===== config.mk =====
export PLATFORM = sky130hd
export DESIGN_NAME = ogs_gauss
export DESIGN_NICKNAME = d
export VERILOG_FILES = /design/src/rtl/ogs_pkg.sv /design/src/rtl/ogs_gauss.sv
export SDC_FILE = /design/constraint.sdc
export NUM_CORES = 2
export LEC_CHECK = 0
export BUFFER_PORTS_ARGS = -buffer_cell sky130_fd_sc_hd__buf_2
export CAP_MARGIN = 10
export CORE_ASPECT_RATIO = 0.75
export CORE_MARGIN = 1
export CORE_UTILIZATION = 40
export DETAILED_ROUTE_END_ITERATION = 10
export HOLD_SLACK_MARGIN = 0.03
export SLEW_MARGIN = 20
export SYNTH_ARGS = -nofsm -noshare
export SYNTH_HDL_FRONTEND = slang
export SYNTH_SLANG_ARGS = --single-unit

===== constraint.sdc =====
create_clock -name clk_i -period 6.6 [get_ports clk_i]
set_input_delay 0.33 -clock clk_i [delete_from_list [all_inputs] [get_ports clk_i]]
set_output_delay 0.33 -clock clk_i [all_outputs]
set_load 0.1 [all_outputs]

===== src/rtl/ogs_pkg.sv =====
// shared constants and types of the outlier-gated gaussian smoother
// no dependencies; every rtl module imports it

package ogs_pkg;

  // pixel and geometry widths
  localparam int PIX_W      = 16;
  localparam int MAX_LINE   = 4096;
  localparam int COL_W      = $clog2(MAX_LINE);
  localparam int LW_W       = 13;
  localparam int ROW_W      = 16;
  localparam int IN_ROW_W   = ROW_W + 1;
  localparam int MIN_DIM    = 5;
  localparam int EDGE       = 2;

  // configuration port
  localparam int CFG_IDX_W  = 2;
  localparam int CFG_DATA_W = 16;

  typedef enum logic [CFG_IDX_W-1:0] {
    REG_UPPER_LIMIT = 2'd0,
    REG_LOWER_LIMIT = 2'd1,
    REG_LINE_WIDTH  = 2'd2,
    REG_LINE_COUNT  = 2'd3
  } cfg_reg_e;

  // window and line store shape
  localparam int WIN        = 5;
  localparam int LINE_ROWS  = WIN - 1;

  // gaussian weights (kernel times 1000), grouped by symmetry
  localparam int NUM_GRP    = 6;
  localparam int GRP_CORNER = 0;  // weight 3, four corners
  localparam int GRP_EDGE13 = 1;  // weight 13, eight places
  localparam int GRP_EDGE22 = 2;  // weight 22, outer ring centers
  localparam int GRP_DIAG   = 3;  // weight 59, inner diagonals
  localparam int GRP_CROSS  = 4;  // weight 97, inner cross
  localparam int GRP_CENTER = 5;  // weight 159
  localparam logic [NUM_GRP-1:0][7:0] GRP_WEIGHT =
    {8'd159, 8'd97, 8'd59, 8'd22, 8'd13, 8'd3};

  localparam int GSUM_W     = PIX_W + 3;   // up to eight pixels per group
  localparam int ACC_W      = 26;          // 65535 * 987 < 2**26

  // divide by 1000: q = (acc * ceil(2**36 / 1000)) >> 36, exact for acc < 2**26
  localparam int RECIP_W     = 27;
  localparam int RECIP_SHIFT = 36;
  localparam logic [RECIP_W-1:0] RECIP_1000 = 27'd68719477;
  localparam int PROD_W      = ACC_W + RECIP_W;

  // result queue
  localparam int FIFO_DEPTH = 16;
  localparam int FIFO_PTR_W = $clog2(FIFO_DEPTH);
  localparam int FIFO_CNT_W = $clog2(FIFO_DEPTH + 1);

  typedef logic [LINE_ROWS-1:0][PIX_W-1:0] line_word_t;
  typedef logic [WIN-1:0][WIN-1:0][PIX_W-1:0] window_t;  // [row][column]

  // item handed from the counter stage to the line store
  typedef struct packed {
    logic             valid;
    logic             emit;
    logic [PIX_W-1:0] pix;
    logic [COL_W-1:0] col;
    logic             interior;
    logic             last;
  } line_item_t;

  // control that travels alongside the shifted window
  typedef struct packed {
    logic valid;
    logic interior;
    logic last;
  } win_ctl_t;

  typedef struct packed {
    logic [PIX_W-1:0] pixel;
    logic             smoothed;
    logic             last;
  } out_item_t;

endpackage


===== src/rtl/ogs_gauss.sv =====
// outlier test and pipelined 5x5 gaussian with exact divide by 1000
// depends on ogs_pkg

module ogs_gauss
  import ogs_pkg::*;
(
  input  logic             clk_i,
  input  logic             rst_ni,
  input  win_ctl_t         ctl_i,
  input  window_t          win_i,
  input  logic [PIX_W-1:0] upper_i,
  input  logic [PIX_W-1:0] lower_i,
  output logic             res_valid_o,
  output out_item_t        res_o
);

  typedef struct packed {
    logic [PIX_W-1:0] centre;
    logic             smooth;
    logic             last;
  } side_t;

  logic [3:0] valid_q;

  side_t                           g1_side_q, g2_side_q, g3_side_q, g4_side_q;
  logic [NUM_GRP-1:0][GSUM_W-1:0]  gsum_d, gsum_q;
  logic [NUM_GRP-1:0][ACC_W-1:0]   prod_d, prod_q;
  logic [ACC_W-1:0]                acc_d, acc_q;
  logic [PROD_W-1:0]               quot_d, quot_q;
  side_t                           side_d;

  // group sums by weight
  always_comb begin
    gsum_d[GRP_CORNER] = GSUM_W'(win_i[0][0]) + GSUM_W'(win_i[0][4]) +
                         GSUM_W'(win_i[4][0]) + GSUM_W'(win_i[4][4]);
    gsum_d[GRP_EDGE13] = GSUM_W'(win_i[0][1]) + GSUM_W'(win_i[0][3]) +
                         GSUM_W'(win_i[1][0]) + GSUM_W'(win_i[1][4]) +
                         GSUM_W'(win_i[3][0]) + GSUM_W'(win_i[3][4]) +
                         GSUM_W'(win_i[4][1]) + GSUM_W'(win_i[4][3]);
    gsum_d[GRP_EDGE22] = GSUM_W'(win_i[0][2]) + GSUM_W'(win_i[2][0]) +
                         GSUM_W'(win_i[2][4]) + GSUM_W'(win_i[4][2]);
    gsum_d[GRP_DIAG]   = GSUM_W'(win_i[1][1]) + GSUM_W'(win_i[1][3]) +
                         GSUM_W'(win_i[3][1]) + GSUM_W'(win_i[3][3]);
    gsum_d[GRP_CROSS]  = GSUM_W'(win_i[1][2]) + GSUM_W'(win_i[2][1]) +
                         GSUM_W'(win_i[2][3]) + GSUM_W'(win_i[3][2]);
    gsum_d[GRP_CENTER] = GSUM_W'(win_i[2][2]);

    side_d.centre = win_i[2][2];
    side_d.smooth = ctl_i.interior &&
                    ((win_i[2][2] > upper_i) || (win_i[2][2] < lower_i));
    side_d.last   = ctl_i.last;
  end

  // constant weight products
  always_comb begin
    for (int g = 0; g < NUM_GRP; g++) begin
      prod_d[g] = ACC_W'(gsum_q[g]) * ACC_W'(GRP_WEIGHT[g]);
    end
  end

  assign acc_d = prod_q[0] + prod_q[1] + prod_q[2] + prod_q[3] + prod_q[4] + prod_q[5];

  assign quot_d = PROD_W'(acc_q) * PROD_W'(RECIP_1000);

  always_ff @(posedge clk_i or negedge rst_ni) begin
    if (!rst_ni) begin
      valid_q <= '0;
    end else begin
      valid_q <= {valid_q[2:0], ctl_i.valid};
    end
  end

  always_ff @(posedge clk_i) begin
    gsum_q    <= gsum_d;
    g1_side_q <= side_d;
    prod_q    <= prod_d;
    g2_side_q <= g1_side_q;
    acc_q     <= acc_d;
    g3_side_q <= g2_side_q;
    quot_q    <= quot_d;
    g4_side_q <= g3_side_q;
  end

  assign res_valid_o    = valid_q[3];
  assign res_o.pixel    = g4_side_q.smooth ? quot_q[RECIP_SHIFT +: PIX_W] : g4_side_q.centre;
  assign res_o.smoothed = g4_side_q.smooth;
  assign res_o.last     = g4_side_q.last;

endmodule


==> results.md <==
* Outcome: complete, no violations
* Vias per inst at 4.62
* Yosys Warn Count at 0
* Share of cells above drive strength 1 at 13.4%
* Reg area at 6990 sq um
* Worst Setup End Kind: register
* Max-Cap Viols at 0
* FILL cells at 9463
* RD Place Congestion at 0.933
* Final Hold Fails at 0
* Critical path startpoint: acc_q[15]$_DFF_P_
* Post-CTS setup buffer count at 0
* Die Ht at 277 microns
* Ports at 456
* Root buf cell: clkbuf_16
* First-pass DRT Iterations at 5
* Final setup TNS at 0 ns
* GR Util met3 at 2.55%
* Die area at 102000 sq um
* Nets at 6233
* Synth Flop Type: dfxtp_1
* Cell area after layout at 46100 sq um
* GR peak layer: met2
* Arrival @ worst endpoint at 6.74 ns
* Worst min path class: in -> reg
* Worst-path clk slew at 0.06 ns
* Post-synth EDFFs at 0
* Reg2Reg Capture Point: quot_q[51]$_DFF_P_
* Synth top cells by count: inv_1, ha_1, fa_1, dfxtp_1, a21oi_1
* # port buffers at 455
* Number of global-route vias before repair at 28364
* Flop2flop setup slack at 0.35 ns
* Fin crit period at 6.25 ns
* H-tree depth at 2
* Tightest Pin Transition at 0.725 ns
* Yosys reg bits at 348
* Post-DP HPWL at 82.5 mm
* Register area share after synthesis at 17.4%
* Grt met1 use at 27.6%
* DRT Wirelength at 91.7 mm
* GRT overflow at 0
* Floorplan core area at 99500 sq um
* Wire length per cell at 15.8 microns
* Area leader, netlist: fa_1
* Initial core utilization at 40.5%
* Yosys top cell area share at 33.2%
* Area Overhead vs Synth at 14.5%
* Worst r2r path cells at 25
* Synth top area cells: fa_1, ha_1, dfxtp_1
* Most common cell in the synthesized netlist: inv_1
* Area after DPL at 44400 sq um
* CP Capture Point: quot_q[51]$_DFF_P_
* WHS Path Cells at 3
* Slew Viols, Final at 0
* Clk sink count at 348
* Setup violators final at 0
* Later-pin clock latency in the skew report at 0.59 ns
* Die Span X at 368 microns
* Cell count after synthesis at 3885
* Largest net degree at the start of global routing at 18
* Post-route ant nets at 0
* First-pass GRT wire length at 149 mm
* Critical path class: reg -> reg
* Met2 usage at 29.2%
* Residual DRC at 0
* GRT Util Overall at 18.6%
* Worst Skew at 0.0228 ns
* CTS Buf Count at 40
* Peak Freq at 160 MHz
* Unrepaired setup endpoints after global routing: false
* Synth Net Count at 5686
* Syn_area_per_cell at 10.4 sq um
* CTS tree: done
* Mapped cell area at 40200 sq um
* Critical path required time at 7.10 ns
* Ant diodes at 0
* Synth unique cells at 72
* Async SR Flop Fraction at 1.15%
* Critical Path Start Type: register
* Multi-input logic area at 29300 sq um
* Crit-path max FO at 4
* Via Count at 26746
* Crit share post-route at 94.6%
* Initial antenna violation count at 7
* Relative slew slack at 51.3%
* R2R Path Start: acc_q[15]$_DFF_P_
* Row Count at 100
* CTS Buffer Depth at 3
* Drt first-iter violations at 1176
kinds of logic after synthesis:
| kind of cell | count (synthesis) | share of synthesized area [%] |
|---|---|---|
| adder cells (fa/ha/maj) | 1364 | 54.9 |
| buffers and inverters | 1045 | 9.78 |
| AO/OA/AOI/OAI | 537 | 8.69 |
| AND/OR/NAND/NOR | 379 | 4.58 |
| flip-flops | 348 | 17.4 |
| XOR/XNOR | 195 | 4.24 |
| multiplexers | 17 | 0.473 |
sequential cells by signal, indices dropped and copies added, names as in the netlist:
signal and cells:
acc_q 26, quot_q 16, g3_side_q 18, prod_q 140, g1_side_q 2, g4_side_q 16
res_o 2, valid_q 4, gsum_q 107, g2_side_q 17
final cells by class:
class | count | share of cell area, %
Timing Repair Buffer | 510 | 5.97
Tap cell | 1326 | 3.60
Sequential cell | 348 | 15.2
Inverter | 1040 | 8.48
Multi-Input combinational cell | 2492 | 63.6
Clock buffer | 53 | 2.54
Clock inverter | 20 | 0.614
critical path, cell delays in order, from the launching register on:
cell and delay, ns:
dfxtp_1 0.40, inv_1 0.09, ha_1 0.35, fa_1 0.51, inv_1 0.06, fa_1 0.52, inv_1 0.06, fa_1 0.53
inv_1 0.05, fa_1 0.45, fa_1 0.49, inv_1 0.05, fa_1 0.48, inv_1 0.04, ha_1 0.32, a21o_1 0.17
a21o_1 0.16, a21oi_1 0.15, o21ai_0 0.09, o2bb2ai_1 0.18, o211ai_1 0.21, buf_4 0.17, o21ai_1 0.08, a31o_2 0.23
a21oi_1 0.17, xnor2_1 0.14
metrics by stage:
step / utilization (%) / hold WS [ns] / setup slack [ns] / cells
detailed placement: 44.6 / 0.143 / 0.362 / 5692
global placement: 44.6 / 0.137 / 0.456 / 5692
floorplan: - / 0.0344 / 0.620 / 3885
global route: 46.3 / 0.0895 / 0.00536 / 5789
CTS: 46.3 / 0.0542 / 0.333 / 5789
finish: 46.3 / 0.0942 / 0.355 / 5789
layout by cell type, fill, tap and decap left out, types with 12 or more instances in the layout:
cell type / instances
inv_1: 1035
xor2_1: 54
o21ai_1: 59
o21ai_0: 30
a21o_1: 118
o21a_1: 20
nand3_1: 42
dlygate4sd3_1: 24
clkbuf_16: 41
nand2_1: 80
nor2_1: 108
nand2b_1: 23
nor3_1: 29
mux2_2: 16
a31oi_1: 12
o21bai_1: 27
a211oi_1: 15
buf_4: 31
nor2b_1: 33
xnor2_1: 141
ha_1: 697
buf_2: 455
a21oi_1: 161
dfxtp_1: 343
fa_1: 667
layer usage:
metal	up-vias	share of wire [%]
met5	-	0
met4	0	1.1
met3	62	4.9
met2	448	44
met1	12917	50
li1	13319	-
what timing repair did:
item | CTS | global route
hold buffers | 24 | 0
setup endpoints to repair | 0 | 2
hold endpoints to repair | 27 | 0
resized for setup | 0 | 1
worst min path at each step:
stage                           end       start
2_1_floorplan  valid_q[0]$_DFF_PN0_      rst_ni
3_3_place_gp   valid_q[0]$_DFF_PN0_      rst_ni
3_5_place_dp   valid_q[0]$_DFF_PN0_      rst_ni
4_1_cts        valid_q[0]$_DFF_PN0_      rst_ni
5_1_grt        valid_q[0]$_DFF_PN0_      rst_ni
6_report         gsum_q[19]$_DFF_P_  win_i[368]
Power is not shown: default switching activity piles up to over one toggle a cycle in this logic, so the estimate is an artifact.
