--- src/rtl/ogs_pkg.sv ---
// shared constants and types of the outlier-gated gaussian smoother
// no dependencies; every rtl module imports it

package ogs_pkg;

  // pixel and geometry widths
  localparam int PIX_W      = 16;
  localparam int MAX_LINE   = 4096;
  localparam int COL_W      = $clog2(MAX_LINE);
  localparam int LW_W       = 13;
  localparam int ROW_W      = 16;
  localparam int IN_ROW_W   = ROW_W + 1;
  localparam int MIN_DIM    = 5;
  localparam int EDGE       = 2;

  // configuration port
  localparam int CFG_IDX_W  = 2;
  localparam int CFG_DATA_W = 16;

  typedef enum logic [CFG_IDX_W-1:0] {
    REG_UPPER_LIMIT = 2'd0,
    REG_LOWER_LIMIT = 2'd1,
    REG_LINE_WIDTH  = 2'd2,
    REG_LINE_COUNT  = 2'd3
  } cfg_reg_e;

  // window and line store shape
  localparam int WIN        = 5;
  localparam int LINE_ROWS  = WIN - 1;

  // gaussian weights (kernel times 1000), grouped by symmetry
  localparam int NUM_GRP    = 6;
  localparam int GRP_CORNER = 0;  // weight 3, four corners
  localparam int GRP_EDGE13 = 1;  // weight 13, eight places
  localparam int GRP_EDGE22 = 2;  // weight 22, outer ring centers
  localparam int GRP_DIAG   = 3;  // weight 59, inner diagonals
  localparam int GRP_CROSS  = 4;  // weight 97, inner cross
  localparam int GRP_CENTER = 5;  // weight 159
  localparam logic [NUM_GRP-1:0][7:0] GRP_WEIGHT =
    {8'd159, 8'd97, 8'd59, 8'd22, 8'd13, 8'd3};

  localparam int GSUM_W     = PIX_W + 3;   // up to eight pixels per group
  localparam int ACC_W      = 26;          // 65535 * 987 < 2**26

  // divide by 1000: q = (acc * ceil(2**36 / 1000)) >> 36, exact for acc < 2**26
  localparam int RECIP_W     = 27;
  localparam int RECIP_SHIFT = 36;
  localparam logic [RECIP_W-1:0] RECIP_1000 = 27'd68719477;
  localparam int PROD_W      = ACC_W + RECIP_W;

  // result queue
  localparam int FIFO_DEPTH = 16;
  localparam int FIFO_PTR_W = $clog2(FIFO_DEPTH);
  localparam int FIFO_CNT_W = $clog2(FIFO_DEPTH + 1);

  typedef logic [LINE_ROWS-1:0][PIX_W-1:0] line_word_t;
  typedef logic [WIN-1:0][WIN-1:0][PIX_W-1:0] window_t;  // [row][column]

  // item handed from the counter stage to the line store
  typedef struct packed {
    logic             valid;
    logic             emit;
    logic [PIX_W-1:0] pix;
    logic [COL_W-1:0] col;
    logic             interior;
    logic             last;
  } line_item_t;

  // control that travels alongside the shifted window
  typedef struct packed {
    logic valid;
    logic interior;
    logic last;
  } win_ctl_t;

  typedef struct packed {
    logic [PIX_W-1:0] pixel;
    logic             smoothed;
    logic             last;
  } out_item_t;

endpackage

--- src/rtl/ogs_out_fifo.sv ---
// result queue between the gaussian pipeline and the output channel
// depends on ogs_pkg

module ogs_out_fifo
  import ogs_pkg::*;
(
  input  logic      clk_i,
  input  logic      rst_ni,
  input  logic      wr_valid_i,
  input  out_item_t wr_item_i,
  output logic      rd_valid_o,
  input  logic      rd_stall_i,
  output out_item_t rd_item_o
);

  out_item_t fifo_mem [FIFO_DEPTH];

  logic [FIFO_PTR_W-1:0] wr_ptr_q, rd_ptr_q;
  logic [FIFO_CNT_W-1:0] count_q, count_d;
  logic                  deq;

  assign rd_valid_o = (count_q != '0);
  assign rd_item_o  = fifo_mem[rd_ptr_q];
  assign deq        = rd_valid_o && !rd_stall_i;

  always_ff @(posedge clk_i) begin
    if (wr_valid_i) begin
      fifo_mem[wr_ptr_q] <= wr_item_i;
    end
  end

  always_comb begin
    count_d = count_q + FIFO_CNT_W'(wr_valid_i) - FIFO_CNT_W'(deq);
  end

  always_ff @(posedge clk_i or negedge rst_ni) begin
    if (!rst_ni) begin
      wr_ptr_q <= '0;
      rd_ptr_q <= '0;
      count_q  <= '0;
    end else begin
      if (wr_valid_i) begin
        wr_ptr_q <= wr_ptr_q + 1'b1;
      end
      if (deq) begin
        rd_ptr_q <= rd_ptr_q + 1'b1;
      end
      count_q <= count_d;
    end
  end

endmodule

--- config.mk ---
export PLATFORM = sky130hd
export DESIGN_NAME = ogs_out_fifo
export DESIGN_NICKNAME = d
export VERILOG_FILES = /design/src/rtl/ogs_pkg.sv /design/src/rtl/ogs_out_fifo.sv
export SDC_FILE = /design/constraint.sdc
export NUM_CORES = 1
export LEC_CHECK = 0
export BUFFER_PORTS_ARGS = -buffer_cell sky130_fd_sc_hd__buf_2
export CORE_MARGIN = 1
export CORE_UTILIZATION = 57
export CTS_BUF_LIST = sky130_fd_sc_hd__clkbuf_16
export DETAILED_ROUTE_END_ITERATION = 6
export GPL_ROUTABILITY_DRIVEN = 0
export PLACE_DENSITY = 0.85
export SKIP_LAST_GASP = 1
export SLEW_MARGIN = 20
export SYNTH_ARGS = -nofsm -noshare
export SYNTH_HDL_FRONTEND = slang
export SYNTH_SLANG_ARGS = --single-unit
--- constraint.sdc ---
create_clock -name clk_i -period 6.75 [get_ports clk_i]
set_input_delay 1.0125 -clock clk_i [delete_from_list [all_inputs] [get_ports clk_i]]
set_output_delay 1.0125 -clock clk_i [all_outputs]
set_load 0.02 [all_outputs]
==> results.sh, run 1 <==
export IMPL_netlist_instances=524
export IMPL_cts_tree="done"
export IMPL_yosysWarnings=0
export IMPL_antenna_found_initial=1
export IMPL_start_util_pct=58.8
export IMPL_area_growth_pct=12.6
export IMPL_port_buffers=40
export IMPL_min_period_over_period_pct=64.6
export IMPL_grt_max_degree=63
export IMPL_cts_num_sinks=301
export IMPL_io_pins=41
export IMPL_htree_num_levels=1
export IMPL_synth_simple_area_share_pct=2.01
export IMPL_cts_resized=0
export IMPL_cts_setup_buffers=0
export IMPL_ys_types=29
export IMPL_synth_top_area_share_pct=74.8
export IMPL_grt_pass1_wl_um=36100
export IMPL_r2r_slack_ns=4.06
export IMPL_synth_most_common_cell="edfxtp_1"
export IMPL_cts_buffers=28
export IMPL_drive_above_1_share_pct=31.2
export IMPL_vias=5620
export IMPL_synth_top_family_by_area="multiplexers"
export IMPL_setup_violations=0
export IMPL_root_buffer="clkbuf_16"
export IMPL_postLayoutCoreUtil_pct=66.2
export IMPL_slew_headroom_pct=24.0
export IMPL_syn_area_per_cell_um2=22.1
export IMPL_register_area_um2=8980
export IMPL_leakage_uw=0.00432
export IMPL_layout_cells_non_filler=875
export IMPL_yosys_top_cells_count="edfxtp_1 (288), mux4_2 (72), a22oi_1 (36)"
export IMPL_grtUsageTotal_pct=24.9
export IMPL_worst_pin_slew_ns=1.14
export IMPL_yosysSeqAreaShare_pct=77.6
export IMPL_synth_fp_nets=558
export IMPL_nFillCells=1218
export IMPL_power_density_nw_per_um2=425
export IMPL_post_place_cells=823
export IMPL_drc_errors=0
export IMPL_final_antenna_net_count=0
export IMPL_maxCapViolations=0
export IMPL_synth_cell_area_um2=11600
export IMPL_drv_slew=0
export IMPL_crit_fanout=52
export IMPL_critPathCaptureType="output pin"
export IMPL_place_hpwl_um=13500
export IMPL_grt_pass1_vias=5884
export IMPL_grt_ovfl_total=0
export IMPL_dieArea_um2=20900
export IMPL_path_clk_slew_ns=0.06
export IMPL_timing_final_hold_violations=0
export IMPL_rows=51
export IMPL_synth_fa_ha_area_share_pct=1.36
export IMPL_required_ns=5.74
export IMPL_synthArstFlopShare_pct=4.32
export IMPL_postCtsHoldBufs=0
export IMPL_worstSkewPairLatency_ns=0.52
export IMPL_ir_worst_vdd_mv=0.268
export IMPL_yosys_mux_area_fraction_pct=14.1
export IMPL_dpl_cell_area_um2=12200
export IMPL_synth_ff_type="edfxtp_1"
export IMPL_drt_iter0_markers=674
export IMPL_status="finished, final reports clean"
export IMPL_multi_input_area_um2=2470
export IMPL_hp_class="primary input to asynchronous set/reset pin"
export IMPL_synth_area_top_cells="edfxtp_1 (75%), mux4_2 (14%), dfrtp_1 (2.8%)"
export IMPL_wirelength_um=24700
export IMPL_dpl_worst_slack_ns=2.90
export IMPL_clockBufferDepth=3
export IMPL_path_class="flop to output pin"
export IMPL_postLayoutCellArea_um2=13000
export IMPL_rsz0062_at_grt="false"
export IMPL_die_h_um=144
export IMPL_fin_ws_ns=2.39
export IMPL_synth_compound_area_share_pct=2.60
export IMPL_timing_fmax_ghz=0.229
export IMPL_period_needed_ns=4.36
export IMPL_vias_per_cell=6.42
export IMPL_ys_ff_latch=301
export IMPL_synth_xor_area_share_pct=0.757
export IMPL_finalClockSkew_ns=0.00875
export IMPL_cp_start_kind="flop"
export IMPL_post_drt_wl_per_cell_um=28.2
export IMPL_synth_edff_count=288
export IMPL_detail_route_first_pass_iterations=5
export IMPL_crit_arrival_ns=3.35
export IMPL_coreArea_um2=19700
export IMPL_nets=622
export IMPL_yosysTopAreaCell="edfxtp_1"
export IMPL_tns_ns=0
export IMPL_die_width_um=144
cell type report:
cell class | instances | area share, %
sequential | 301 | 69.0
antenna | 1 | 0.0192
inverter | 9 | 0.260
timing repair buffer | 60 | 2.69
tap | 265 | 2.55
multi-input combinational | 188 | 19.0
clock buffer | 29 | 5.58
clock inverter | 22 | 0.933
metrics by stage:
stage / power (uW) / hold slack, ns
2_1_floorplan: 3600 / 0.490
3_3_place_gp: 4030 / 0.528
3_5_place_dp: 4110 / 0.565
4_1_cts: 5560 / 0.367
5_1_grt: 5750 / 0.385
6_report: 5530 / 0.371
critical path, stage by stage (launching register included):
cell and delay (ns):
dfrtp_4 1.10, buf_4 0.58, mux4_2 0.57, a22oi_1 0.20, nand2_1 0.14, buf_2 0.18
logic make-up (layout without fill, tap and decap cells):
group                      Yosys count  after routing
AOI/OAI and AO/OA                   41             41
xor gates and xnor gates            10             10
adders and majority gates           12             12
buffers and inverters               35            120
DFF                                301            301
muxes                               73             73
other                                0              1
and+or+nand+nor                     52             52
routing by layer:
layer / vias up / share of wire [%] / track usage (%)
met2: 368 / 50 / 40.7
li1: 2299 / - / -
met4: 0 / 2.5 / 8.64
met1: 2903 / 38 / 34.4
met3: 50 / 10 / 4.24
met5: - / 0 / 0
cells in the final DEF (no fill, tap or decap), types with 11 or more instances in the layout:
cell type and instances:
clkbuf_16 29, nor2_2 12, buf_2 40, nand2_1 24
mux4_2 72, a22oi_1 36, inv_1 16, dfrtp_1 11
ha_1 11, edfxtp_1 288, buf_4 20
flip-flops by register name (all words and copies together) (netlist names):
| signal | flops |
|---|---|
| count_q | 5 |
| fifo_mem | 288 |
| rd_ptr_q | 4 |
| wr_ptr_q | 4 |
where the power goes:
| part | switching (uW) | internal [uW] | total, uW | leakage [uW] |
|---|---|---|---|---|
| sequential | 198 | 2270 | 2470 | 0.00275 |
| combinational | 910 | 706 | 1620 | 0.00112 |
| clock | 637 | 810 | 1450 | 0.000447 |
| total | 1750 | 3790 | 5530 | 0.00432 |
path summary, 6_finish.rpt:
| path | startpoint | end | cells past startpoint |
|---|---|---|---|
| worst max register to register | count_q[2] | count_q[4] | 11 |
| worst min-delay path | rst_ni | wr_ptr_q[1] | 1 |
| worst max-delay path | rd_ptr_q[0] | rd_item_o[0] | 5 |
| min in group clk_i | wr_ptr_q[0] | wr_ptr_q[0] | 1 |
| max in group asynchronous | rst_ni | rd_ptr_q[0] | 1 |
| worst min register to register | wr_ptr_q[0] | wr_ptr_q[0] | 1 |
No activity file was read; power rests on OpenSTA's default activity.
==> run 2: changes to the inputs <==
--- a/config.mk
+++ b/config.mk
@@ -5,6 +5,7 @@
 export SDC_FILE = /design/constraint.sdc
 export NUM_CORES = 1
 export LEC_CHECK = 0
+export ABC_AREA = 1
 export BUFFER_PORTS_ARGS = -buffer_cell sky130_fd_sc_hd__buf_2
 export CORE_MARGIN = 1
 export CORE_UTILIZATION = 57
==> constraint.sdc (replaced) <==
create_clock -name clk_i -period 4.2 [get_ports clk_i]
set_input_delay 0.63 -clock clk_i [delete_from_list [all_inputs] [get_ports clk_i]]
set_output_delay 0.63 -clock clk_i [all_outputs]
set_load 0.02 [all_outputs]
==> run 2 against run 1 <==
Compared with the run above: combinational power is 120% higher; routed wire length is 28% higher; synthesized cell count is 140% higher; first-iteration DRC count is 89% higher; clock skew is 0.0035 ns lower; highest routed layer is now met5; final cell count is 82% higher; design area is 11% higher.
==> results.sh, run 2 <==
export IMPL_grt_pass1_wl_um=48200
export IMPL_synth_ff_type="edfxtp_1"
export IMPL_cts_tree="done"
export IMPL_grtUsageTotal_pct=27.2
export IMPL_min_period_over_period_pct=85.0
export IMPL_start_util_pct=58.9
export IMPL_coreArea_um2=22200
export IMPL_required_ns=3.57
export IMPL_post_place_cells=1538
export IMPL_ys_types=19
export IMPL_synth_area_top_cells="edfxtp_1 (66%), nand2_1 (11%), nand3_1 (8.4%)"
export IMPL_worst_pin_slew_ns=1.17
export IMPL_rows=54
export IMPL_yosysSeqAreaShare_pct=68.8
export IMPL_synth_cell_area_um2=13000
export IMPL_final_antenna_net_count=0
export IMPL_port_buffers=40
export IMPL_crit_arrival_ns=2.94
export IMPL_cpPeakStageDelay_ns=0.65
export IMPL_syn_area_per_cell_um2=10.4
export IMPL_grt_pass1_vias=8894
export IMPL_leakage_uw=0.00633
export IMPL_htree_num_levels=1
export IMPL_vias_per_cell=5.66
export IMPL_grt_ovfl_total=0
export IMPL_place_hpwl_um=17800
export IMPL_worstSkewPairLatency_ns=0.55
export IMPL_critPathCaptureType="output pin"
export IMPL_root_buffer="clkbuf_16"
export IMPL_reg_top3="fifo_mem: 288 flops, count_q: 5 flops"
export IMPL_cpMostUsedCell="nand2_1"
export IMPL_vias=9019
export IMPL_timing_fmax_ghz=0.280
export IMPL_grt_max_degree=75
export IMPL_slew_headroom_pct=21.9
export IMPL_rsz0062_at_grt="false"
export IMPL_register_area_um2=8980
export IMPL_area_growth_pct=11.0
export IMPL_nFillCells=1483
export IMPL_yosysWarnings=0
export IMPL_synthArstFlopShare_pct=4.32
export IMPL_netlist_instances=1252
export IMPL_yosys_top_cells_count="nand2_1 (394), edfxtp_1 (288), inv_1 (230)"
export IMPL_timing_final_hold_violations=0
export IMPL_critPathSlowestCell="dfrtp_4"
export IMPL_status="finished, final reports clean"
export IMPL_synth_top_area_share_pct=66.3
export IMPL_path_clk_slew_ns=0.06
export IMPL_drc_errors=0
export IMPL_post_drt_wl_per_cell_um=19.8
export IMPL_crit_fanout=66
export IMPL_ir_worst_vdd_mv=0.366
export IMPL_die_h_um=153
export IMPL_drt_iter0_markers=1273
export IMPL_layout_cells_non_filler=1593
export IMPL_antenna_found_initial=3
export IMPL_maxCapViolations=0
export IMPL_setup_violations=0
export IMPL_die_width_um=153
export IMPL_synth_most_common_cell="nand2_1"
export IMPL_cts_num_sinks=301
export IMPL_tns_ns=0
export IMPL_wirelength_um=31500
export IMPL_synth_edff_count=288
export IMPL_multi_input_area_um2=2960
export IMPL_nets=1324
export IMPL_clockBufferDepth=3
export IMPL_yosysTopAreaCell="edfxtp_1"
export IMPL_path_class="flop to output pin"
export IMPL_largest_reg_flops=288
export IMPL_layout_common_cells="nand2_1 (394), edfxtp_1 (288), inv_1 (238)"
export IMPL_hp_class="primary input to flop"
export IMPL_period_needed_ns=3.57
export IMPL_finalClockSkew_ns=0.00529
export IMPL_largest_register="fifo_mem"
export IMPL_power_density_nw_per_um2=679
export IMPL_detail_route_first_pass_iterations=5
export IMPL_drv_slew=0
export IMPL_path_cells="inv_4 -> buf_12 -> nand2_1 -> nand2_1 -> nand2_1 -> nand3_1 -> nand3_1 -> nand2_1 -> buf_2"
export IMPL_synth_fp_nets=1286
export IMPL_drive_above_1_share_pct=9.54
export IMPL_cp_start_kind="flop"
export IMPL_dieArea_um2=23500
export IMPL_io_pins=41
export IMPL_layout_commonest_cell="nand2_1"
export IMPL_cts_buffers=29
export IMPL_ys_ff_latch=301
run 2: cell count changes in the layout (fill, tap and decap cells not counted), moves of 4 or more:
| cell | delta |
|---|---|
| a22oi_1 | -36 |
| clkinv_1 | -4 |
| inv_1 | +222 |
| mux4_2 | -72 |
| nand2_1 | +370 |
| nand3_1 | +219 |
| nor2_2 | +4 |
| nor3_2 | -4 |
run 2: cells by family after synthesis:
logic type               after synthesis  share of synthesized area [%]
adder cells (fa/ha/maj)               12                           1.21
AND/OR/NAND/NOR                      634                           20.4
flip-flops                           301                           68.8
AO/OA/AOI/OAI                          5                          0.192
XOR/XNOR                               9                          0.604
buffers and inverters                291                           8.83
run 2: cell type report:
cell class	instances	area share (%)
diodes	3	0.0518
clock buffers	29	5.01
clock inverters	22	1.18
inverters	233	6.06
multi-input cells	660	20.4
flip-flops and latches	301	62.0
well taps	280	2.42
repair buffers	65	2.87
run 2: metal layers:
metal | routed length (um) | track usage, % | vias up
met5 | 11 | 0 | -
met1 | 11500 | 34.8 | 4243
met3 | 3510 | 5.53 | 114
li1 | - | - | 4108
met2 | 15100 | 44.8 | 552
met4 | 1330 | 12.9 | 2
run 2: per-stage QoR:
step	worst slack, ns	hold slack [ns]	utilization (%)	total power, uW	instance area [um^2]
after floorplan	1.75	0.334	-	6220	13000
after global placement	1.39	0.526	61.2	7140	13600
after detailed placement	1.30	0.525	61.2	7290	13600
after CTS	0.708	0.390	65.3	9770	14500
after global routing	0.538	0.412	65.3	10300	14500
final	0.630	0.404	65.4	9830	14500
run 2: final timing paths:
path                              from             to  slack (ns)  cells past startpoint
max                        rd_ptr_q[0]  rd_item_o[15]        0.63                      9
min                         wr_valid_i    wr_ptr_q[0]        0.40                      2
max reg2reg                 count_q[2]     count_q[4]        1.57                     13
min reg2reg                wr_ptr_q[0]    wr_ptr_q[0]        0.57                      1
max in group asynchronous       rst_ni    rd_ptr_q[0]        3.45                      2
min in group asynchronous       rst_ni     count_q[2]        0.49                      2
run 2: worst max-delay path: cells and delay by family, from the launching register on:
family | cells | cell delay, ns
buffers and inverters | 3 | 1.05
and+or+nand+nor | 6 | 0.60
DFF | 1 | 0.65
run 2: power breakdown:
| part | internal [uW] | switching (uW) |
|---|---|---|
| sequential | 3640 | 162 |
| combinational | 999 | 2530 |
| clock | 1430 | 1070 |
run 2: what timing repair did:
item / CTS / global route
buffers inserted: 0 / 0
endpoints found under the hold margin: 13 / 0
hold buffers: 1 / 0
gates resized for setup: 0 / 0
